<file path="config.mk">
export PLATFORM = sky130hd
export DESIGN_NAME = cursor_list_free_pool
export DESIGN_NICKNAME = d
export VERILOG_FILES = /design/src/rtl/clfp_pkg.sv /design/src/rtl/clfp_store.sv /design/src/rtl/cursor_list_free_pool.sv
export SDC_FILE = /design/constraint.sdc
export NUM_CORES = 1
export LEC_CHECK = 0
export ABC_AREA = 1
export BUFFER_PORTS_ARGS = -buffer_cell sky130_fd_sc_hd__buf_4
export CAP_MARGIN = 20
export CORE_MARGIN = 1
export CORE_UTILIZATION = 35
export DETAILED_ROUTE_END_ITERATION = 10
export PLACE_DENSITY_LB_ADDON = 0.3
export SYNTH_ARGS = -nofsm -noshare
export SYNTH_HDL_FRONTEND = slang
export SYNTH_SLANG_ARGS = --single-unit
</file>
<file path="constraint.sdc">
create_clock -name aclk -period 5.95 [get_ports aclk]
set_clock_uncertainty 0.15 [all_clocks]
set_input_delay 1.19 -clock aclk [delete_from_list [all_inputs] [get_ports aclk]]
set_output_delay 1.19 -clock aclk [all_outputs]
set_load 0.01 [all_outputs]
</file>
<file path="src/rtl/clfp_pkg.sv">
// ----------------------------------------------------------------------------
// clfp_pkg
// Shared types and constants for the cursor list with free pool: pool size,
// link widths, request and status codes, sequencer states and the write
// request that the sequencer sends to the node store.
// ----------------------------------------------------------------------------
`default_nettype none

package clfp_pkg;

    localparam int NODES = 16;
    localparam int IDX_W = $clog2(NODES);
    localparam int PTR_W = $clog2(NODES + 1);
    localparam int VAL_W = 8;

    localparam logic [PTR_W-1:0] NIL = PTR_W'(NODES);

    typedef enum logic [1:0] {
        FN_FIRST  = 2'd0,
        FN_REAR   = 2'd1,
        FN_SORTED = 2'd2,
        FN_REMOVE = 2'd3
    } func_t;

    typedef enum logic [1:0] {
        ST_OK      = 2'd0,
        ST_FULL    = 2'd1,
        ST_MISSING = 2'd2
    } status_t;

    typedef enum logic [2:0] {
        S_IDLE,
        S_START,
        S_WALK,
        S_LINK,
        S_FINISH
    } state_t;

    typedef struct packed {
        logic             next_en;
        logic [IDX_W-1:0] next_addr;
        logic [PTR_W-1:0] next_data;
        logic             val_en;
        logic [IDX_W-1:0] val_addr;
        logic [VAL_W-1:0] val_data;
    } store_wr_t;

endpackage

`default_nettype wire

</file>
<file path="src/rtl/clfp_store.sv">
// ----------------------------------------------------------------------------
// clfp_store
// Node store: one byte and one link per slot, one read address per cycle,
// one link write and one value write per cycle. Links reset to the initial
// free chain, each slot pointing at the slot below.
// ----------------------------------------------------------------------------
`default_nettype none

module clfp_store (
    input  wire                             aclk,
    input  wire                             aresetn,
    input  wire  [clfp_pkg::IDX_W-1:0]      rd_addr,
    output logic [clfp_pkg::VAL_W-1:0]      rd_value,
    output logic [clfp_pkg::PTR_W-1:0]      rd_next,
    input  clfp_pkg::store_wr_t             wr
);

    logic [clfp_pkg::VAL_W-1:0] value_reg [clfp_pkg::NODES];
    logic [clfp_pkg::PTR_W-1:0] next_reg  [clfp_pkg::NODES];

    always_ff @(posedge aclk) begin
        if (!aresetn) begin
            for (int x = 0; x < clfp_pkg::NODES; x++) begin
                next_reg[x] <= (x == 0) ? clfp_pkg::NIL : clfp_pkg::PTR_W'(x - 1);
            end
        end else if (wr.next_en) begin
            next_reg[wr.next_addr] <= wr.next_data;
        end
    end

    always_ff @(posedge aclk) begin
        if (wr.val_en) begin
            value_reg[wr.val_addr] <= wr.val_data;
        end
    end

    assign rd_value = value_reg[rd_addr];
    assign rd_next  = next_reg[rd_addr];

endmodule

`default_nettype wire

</file>
<file path="src/rtl/cursor_list_free_pool.sv">
// sequence: front insert, rear insert into an empty list and any insert into a
//   full pool go straight from start to finish; the rest walk the list first
// throughput: one request at a time, not ready from acceptance until the result is registered
// reset: synchronous active-low aresetn; empty list, all slots on the free
//   chain from the highest slot down, no result pending
// ----------------------------------------------------------------------------
// cursor_list_free_pool
// Linked list of bytes over a slot pool with a free chain. A small sequencer
// walks the list through the node store one link per cycle to insert at the
// rear or in ascending order, or to unlink a slot back to the free chain.
// ----------------------------------------------------------------------------
`default_nettype none

module cursor_list_free_pool (
    input  wire         aclk,
    input  wire         aresetn,
    input  wire         s_tvalid,
    output logic        s_tready,
    input  wire  [15:0] s_tdata,   // func[1:0], elem[9:2], node_index[13:10], zero pad
    output logic        m_tvalid,
    input  wire         m_tready,
    output logic [15:0] m_tdata    // status[1:0], slot[6:2], head[11:7], zero pad
);

    localparam int PW = clfp_pkg::PTR_W;
    localparam int IW = clfp_pkg::IDX_W;
    localparam int VW = clfp_pkg::VAL_W;

    clfp_pkg::state_t  state_reg, state_next;
    clfp_pkg::func_t   func_reg, func_next;
    logic [VW-1:0]     elem_reg, elem_next;
    logic [IW-1:0]     idx_reg, idx_next;
    logic [PW-1:0]     slot_reg, slot_next;
    logic [PW-1:0]     cur_reg, cur_next;
    logic [PW-1:0]     prev_reg, prev_next;
    logic [PW-1:0]     cnt_reg, cnt_next;
    logic [PW-1:0]     free_head_reg, free_head_next;
    logic [PW-1:0]     list_head_reg, list_head_next;
    clfp_pkg::status_t status_reg, status_next;
    logic              m_tvalid_reg, m_tvalid_next;
    logic [15:0]       m_tdata_reg, m_tdata_next;

    logic [IW-1:0]       rd_addr;
    logic [VW-1:0]       rd_value;
    logic [PW-1:0]       rd_next;
    clfp_pkg::store_wr_t wr;
    logic                walk_on;

    clfp_store u_store (
        .aclk     (aclk),
        .aresetn  (aresetn),
        .rd_addr  (rd_addr),
        .rd_value (rd_value),
        .rd_next  (rd_next),
        .wr       (wr)
    );

    always_ff @(posedge aclk) begin
        if (!aresetn) begin
            state_reg     <= clfp_pkg::S_IDLE;
            free_head_reg <= clfp_pkg::NIL - PW'(1);
            list_head_reg <= clfp_pkg::NIL;
            m_tvalid_reg  <= 1'b0;
        end else begin
            state_reg     <= state_next;
            free_head_reg <= free_head_next;
            list_head_reg <= list_head_next;
            m_tvalid_reg  <= m_tvalid_next;
        end
    end

    always_ff @(posedge aclk) begin
        func_reg    <= func_next;
        elem_reg    <= elem_next;
        idx_reg     <= idx_next;
        slot_reg    <= slot_next;
        cur_reg     <= cur_next;
        prev_reg    <= prev_next;
        cnt_reg     <= cnt_next;
        status_reg  <= status_next;
        m_tdata_reg <= m_tdata_next;
    end

    always_comb begin
        state_next     = state_reg;
        func_next      = func_reg;
        elem_next      = elem_reg;
        idx_next       = idx_reg;
        slot_next      = slot_reg;
        cur_next       = cur_reg;
        prev_next      = prev_reg;
        cnt_next       = cnt_reg;
        free_head_next = free_head_reg;
        list_head_next = list_head_reg;
        status_next    = status_reg;
        m_tvalid_next  = m_tvalid_reg;
        m_tdata_next   = m_tdata_reg;
        wr             = '0;
        rd_addr        = cur_reg[IW-1:0];
        walk_on        = 1'b0;
        s_tready       = 1'b0;

        if (m_tvalid_reg && m_tready) begin
            m_tvalid_next = 1'b0;
        end

        case (state_reg)
            clfp_pkg::S_IDLE: begin
                s_tready = 1'b1;
                if (s_tvalid) begin
                    func_next  = clfp_pkg::func_t'(s_tdata[1:0]);
                    elem_next  = s_tdata[9:2];
                    idx_next   = s_tdata[13:10];
                    state_next = clfp_pkg::S_START;
                end
            end

            clfp_pkg::S_START: begin
                rd_addr   = free_head_reg[IW-1:0];
                status_next = clfp_pkg::ST_OK;
                prev_next = clfp_pkg::NIL;
                cur_next  = list_head_reg;
                cnt_next  = '0;
                if (func_reg == clfp_pkg::FN_REMOVE) begin
                    state_next = clfp_pkg::S_WALK;
                end else if (free_head_reg == clfp_pkg::NIL) begin
                    status_next = clfp_pkg::ST_FULL;
                    slot_next   = clfp_pkg::NIL;
                    state_next  = clfp_pkg::S_FINISH;
                end else begin
                    slot_next      = free_head_reg;
                    free_head_next = rd_next;
                    wr.val_en      = 1'b1;
                    wr.val_addr    = free_head_reg[IW-1:0];
                    wr.val_data    = elem_reg;
                    wr.next_addr   = free_head_reg[IW-1:0];
                    case (func_reg)
                        clfp_pkg::FN_FIRST: begin
                            wr.next_en     = 1'b1;
                            wr.next_data   = list_head_reg;
                            list_head_next = free_head_reg;
                            state_next     = clfp_pkg::S_FINISH;
                        end
                        clfp_pkg::FN_REAR: begin
                            wr.next_en   = 1'b1;
                            wr.next_data = clfp_pkg::NIL;
                            if (list_head_reg == clfp_pkg::NIL) begin
                                list_head_next = free_head_reg;
                                state_next     = clfp_pkg::S_FINISH;
                            end else begin
                                state_next = clfp_pkg::S_WALK;
                            end
                        end
                        default: begin
                            state_next = clfp_pkg::S_WALK;
                        end
                    endcase
                end
            end

            clfp_pkg::S_WALK: begin
                case (func_reg)
                    clfp_pkg::FN_REAR: begin
                        walk_on = (cnt_reg < clfp_pkg::NIL) && (rd_next < clfp_pkg::NIL);
                        if (walk_on) begin
                            cur_next = rd_next;
                            cnt_next = cnt_reg + PW'(1);
                        end else begin
                            wr.next_en   = 1'b1;
                            wr.next_addr = cur_reg[IW-1:0];
                            wr.next_data = slot_reg;
                            state_next   = clfp_pkg::S_FINISH;
                        end
                    end
                    clfp_pkg::FN_SORTED: begin
                        walk_on = (cnt_reg < clfp_pkg::NIL) && (cur_reg < clfp_pkg::NIL)
                                  && (elem_reg > rd_value);
                        wr.next_addr = slot_reg[IW-1:0];
                        if (walk_on) begin
                            prev_next = cur_reg;
                            cur_next  = rd_next;
                            cnt_next  = cnt_reg + PW'(1);
                        end else if (prev_reg == clfp_pkg::NIL) begin
                            wr.next_en     = 1'b1;
                            wr.next_data   = list_head_reg;
                            list_head_next = slot_reg;
                            state_next     = clfp_pkg::S_FINISH;
                        end else begin
                            wr.next_en   = 1'b1;
                            wr.next_data = cur_reg;
                            state_next   = clfp_pkg::S_LINK;
                        end
                    end
                    default: begin
                        walk_on = (cnt_reg < clfp_pkg::NIL) && (cur_reg < clfp_pkg::NIL)
                                  && (cur_reg != {1'b0, idx_reg});
                        if (walk_on) begin
                            prev_next = cur_reg;
                            cur_next  = rd_next;
                            cnt_next  = cnt_reg + PW'(1);
                        end else if (cur_reg != {1'b0, idx_reg}) begin
                            status_next = clfp_pkg::ST_MISSING;
                            slot_next   = clfp_pkg::NIL;
                            state_next  = clfp_pkg::S_FINISH;
                        end else begin
                            slot_next = {1'b0, idx_reg};
                            if (prev_reg == clfp_pkg::NIL) begin
                                list_head_next = rd_next;
                            end else begin
                                wr.next_en   = 1'b1;
                                wr.next_addr = prev_reg[IW-1:0];
                                wr.next_data = rd_next;
                            end
                            state_next = clfp_pkg::S_LINK;
                        end
                    end
                endcase
            end

            clfp_pkg::S_LINK: begin
                wr.next_en = 1'b1;
                if (func_reg == clfp_pkg::FN_REMOVE) begin
                    wr.next_addr   = idx_reg;
                    wr.next_data   = free_head_reg;
                    free_head_next = {1'b0, idx_reg};
                end else begin
                    wr.next_addr = prev_reg[IW-1:0];
                    wr.next_data = slot_reg;
                end
                state_next = clfp_pkg::S_FINISH;
            end

            clfp_pkg::S_FINISH: begin
                if (!m_tvalid_reg || m_tready) begin
                    m_tvalid_next = 1'b1;
                    m_tdata_next  = {4'b0, list_head_reg, slot_reg, status_reg};
                    state_next    = clfp_pkg::S_IDLE;
                end
            end

            default: begin
                state_next = clfp_pkg::S_IDLE;
            end
        endcase
    end

    assign m_tvalid = m_tvalid_reg;
    assign m_tdata  = m_tdata_reg;

endmodule

`default_nettype wire
</file>
==> reports/metrics.cfg <==
[drt]
drc_errors = 0
dr.pass1.iters = 5
drtIter0Drc = 670
vias_per_cell = 5.33
wl_per_cell_um = 19.5
ant_nets = 0
finalWirelength_um = 33600
vias = 9176

[final_layout]
areaGrowthSynthToFinish_pct = 12.3
final_nets = 1272
fin_cells = 1721
layout-drive-gt1-share_pct = 11.0
n_antenna_cell = 0
fillers = 3502
finish.utilization_pct = 39.8
largest_register_ff_count = 128

[run]
cap_viol_max_count = 0

[place]
io_buffers = 31
dp_slack_ns = 0.705
dp_hpwl_um = 22400
dp_cells = 1670
globalplace.congestion = 1.00

[logic_synthesis]
ys_ff_latch = 270
synth_top_flop_cell = edfxtp_1
synth_area_sq_um = 12600
synth_top_cell_area_share_pct = 60.9
netlist_top_cells_area = edfxtp_1 (61%), nor2_1 (6.3%), nand2_1 (5.4%)
synth_edf_count = 256
ys_async_sr_fraction_pct = 0
syn_avg_cell_area_sq_um = 10.4
yosys_warnings = 0
synth_commonest_cells = edfxtp_1 (256), nor2_1 (211), nand2_1 (182), nand3_1 (118), o21ai_0 (109)
ys_types = 42
seq_area_frac_synth_pct = 63.1
synthCells = 1218
synth_top_cell_by_area = edfxtp_1
synth.most_common_cell = edfxtp_1

[die]
start_util_pct = 35.5
dieHeight_um = 192
coreArea_sq_um = 35600
rows = 69
dieWidth_um = 192
io_pins = 38
die_area_sq_um = 36800

[critical_path]
critical_path.slowest_cell = nand2_2
crit_required_ns = 6.03
cp-start-kind = flip-flop
path_common_cell = nand2_1
path_cells = nand3_1 -> nand2_2 -> buf_12 -> o21ai_0 -> o221ai_1 -> nand3_1 -> nand2_1 -> inv_1 -> ha_1 -> nand2_1 -> inv_1 -> nand3_1 -> or3_1 -> nand3_1 -> nand2_1 -> inv_1 -> nor2_1 -> nand2_1 -> nand2_1 -> nand2_1 -> nand2_4 -> nor2_4 -> nand2_1 -> nand2_1
worst-path-buf-inv = 4
r2r_end = u_store.next_reg[3][4]
critPathMaxStageDelay_ns = 0.51
critPathTopFamily = simple AND/OR/NAND/NOR gates
crit_type = reg2reg
reg2reg_from = state_reg[0]
critPathArrivalTime_ns = 5.37
r2r_slack_ns = 0.66
crit_fanout = 42
reg2regPathDepth = 24
end_kind = flip-flop

[pwr]
comb_power_share_pct = 38.9
p_sw_mw = 2.69
p_sw_share_pct = 40.4
leakagePower_nw = 5.08
p_int_mw = 3.97
clkPwrFrac_pct = 24.3
p_seq_share_pct = 36.8
p_per_area_nw_per_um2 = 470
vdd_drop_max_mv = 0.227
p_total_mw = 6.65

[sta]
fmax_ghz = 0.189
tightestPinTransition_ns = 1.06
hold_viol = 0
setup_tns_ns = 0
rsz0062_at_grt = no
fin_crit_ns = 5.29
slew_headroom_pct = 29.0
slew_violations = 0
fin_crit_sh_pct = 88.9
setup_viol = 0
setup_ws_ns = 0.663

[grt]
grt_pass1_wl_um = 51900
antenna_found_initial = 0
grt_pass1_vias = 9133
use_met2_pct = 30.4
grt_max_degree = 43
grtUsageMet3_pct = 2.19
busiest_layer = met2
use_met1_pct = 25.0
grt-ovfl-total = 0
grt_usage_pct = 18.4

[status]
status = completed

[hold_path]
hold_class = reg2reg
min_path_cells = 0
hold_end = m_tdata[1]
min_from = status_reg[1]

[clock_network]
htreeDepth = 1
ctsRootBufferMaster = clkbuf_16
cts_tree = yes
postCtsHoldBufs = 0
cts_setup_buffers = 0
cts_resized = 0
clockBufferDepth = 3
clk_latency_ns = 0.54
cts-buffers-inserted = 27
clock_sinks = 270
clk_pin_slew_worst_paths_ns = 0.06

[cell families (layout without fill, tap and decap cells)]
group	Yosys count	after routing	share of synthesized area [%]
compound gates	217	217	11.0
flops	270	270	63.1
other cells	1	4	0.0297
simple gates	553	553	19.2
fa+ha+maj	13	13	1.29
buf+inv	164	203	5.38
[stage by stage]
| step | instance area [sq um] | hold slack [ns] |
|---|---|---|
| after floorplan | 12600 | 0.250 |
| after global placement | 13300 | 0.269 |
| after detailed placement | 13300 | 0.274 |
| after CTS | 14200 | 0.278 |
| after global routing | 14200 | 0.296 |
| final | 14200 | 0.277 |
[how the worst max path moves through the flow]
stage,startpoint,end,slack [ns],depth (start not counted)
global route,state_reg[0],u_store.next_reg[3][4],0.26,24
CTS,state_reg[2],u_store.next_reg[3][4],0.70,25
global placement,state_reg[2],u_store.next_reg[3][1],0.82,25
detailed placement,state_reg[2],u_store.next_reg[3][2],0.70,26
floorplan,state_reg[2],u_store.next_reg[2][0],1.62,29
finish,state_reg[0],u_store.next_reg[3][4],0.66,24
[area by class of cell]
class                      count  area (sq um)  share of cell area (%)
sequential                   270          7970                    56.2
multi-input combinational    787          4000                    28.2
clock buffer                  46           807                    5.69
tap                          461           577                    4.07
timing repair buffer          52           415                    2.93
inverter                     101           379                    2.68
clock inverter                 4          27.5                   0.194
[layer usage]
metal	vias to the layer above	share of wire [%]	wire length, um
met3	62	5.0	1680
met5	-	0	0
met1	4521	45	15000
li1	4321	-	-
met4	0	3.1	1040
met2	272	47	15900
[cells in the final DEF (no fill, tap or decap), types with 6 or more instances in the layout]
cell / n
nand3_2: 8
clkbuf_1: 13
inv_1: 96
o211ai_1: 8
nor2_1: 211
nand2_2: 8
clkbuf_16: 27
ha_1: 13
o22ai_1: 7
nand3_1: 118
clkbuf_8: 6
edfxtp_1: 256
buf_4: 50
a21oi_1: 19
dfxtp_1: 14
nor2_4: 7
o21ai_0: 109
nor2_2: 6
o221ai_1: 37
nand2_1: 180
[power by group through the flow]
stage               registers [mW]  logic [mW]  clock network [mW]
floorplan                     2.43        1.74                   0
CTS                           2.45        2.58                1.64
detailed placement            2.49        2.58                   0
finish                        2.45        2.59                1.62
global route                  2.46        2.85                1.72
global placement              2.49        2.55                   0
Note: power is estimated with default switching activity, not from simulation.
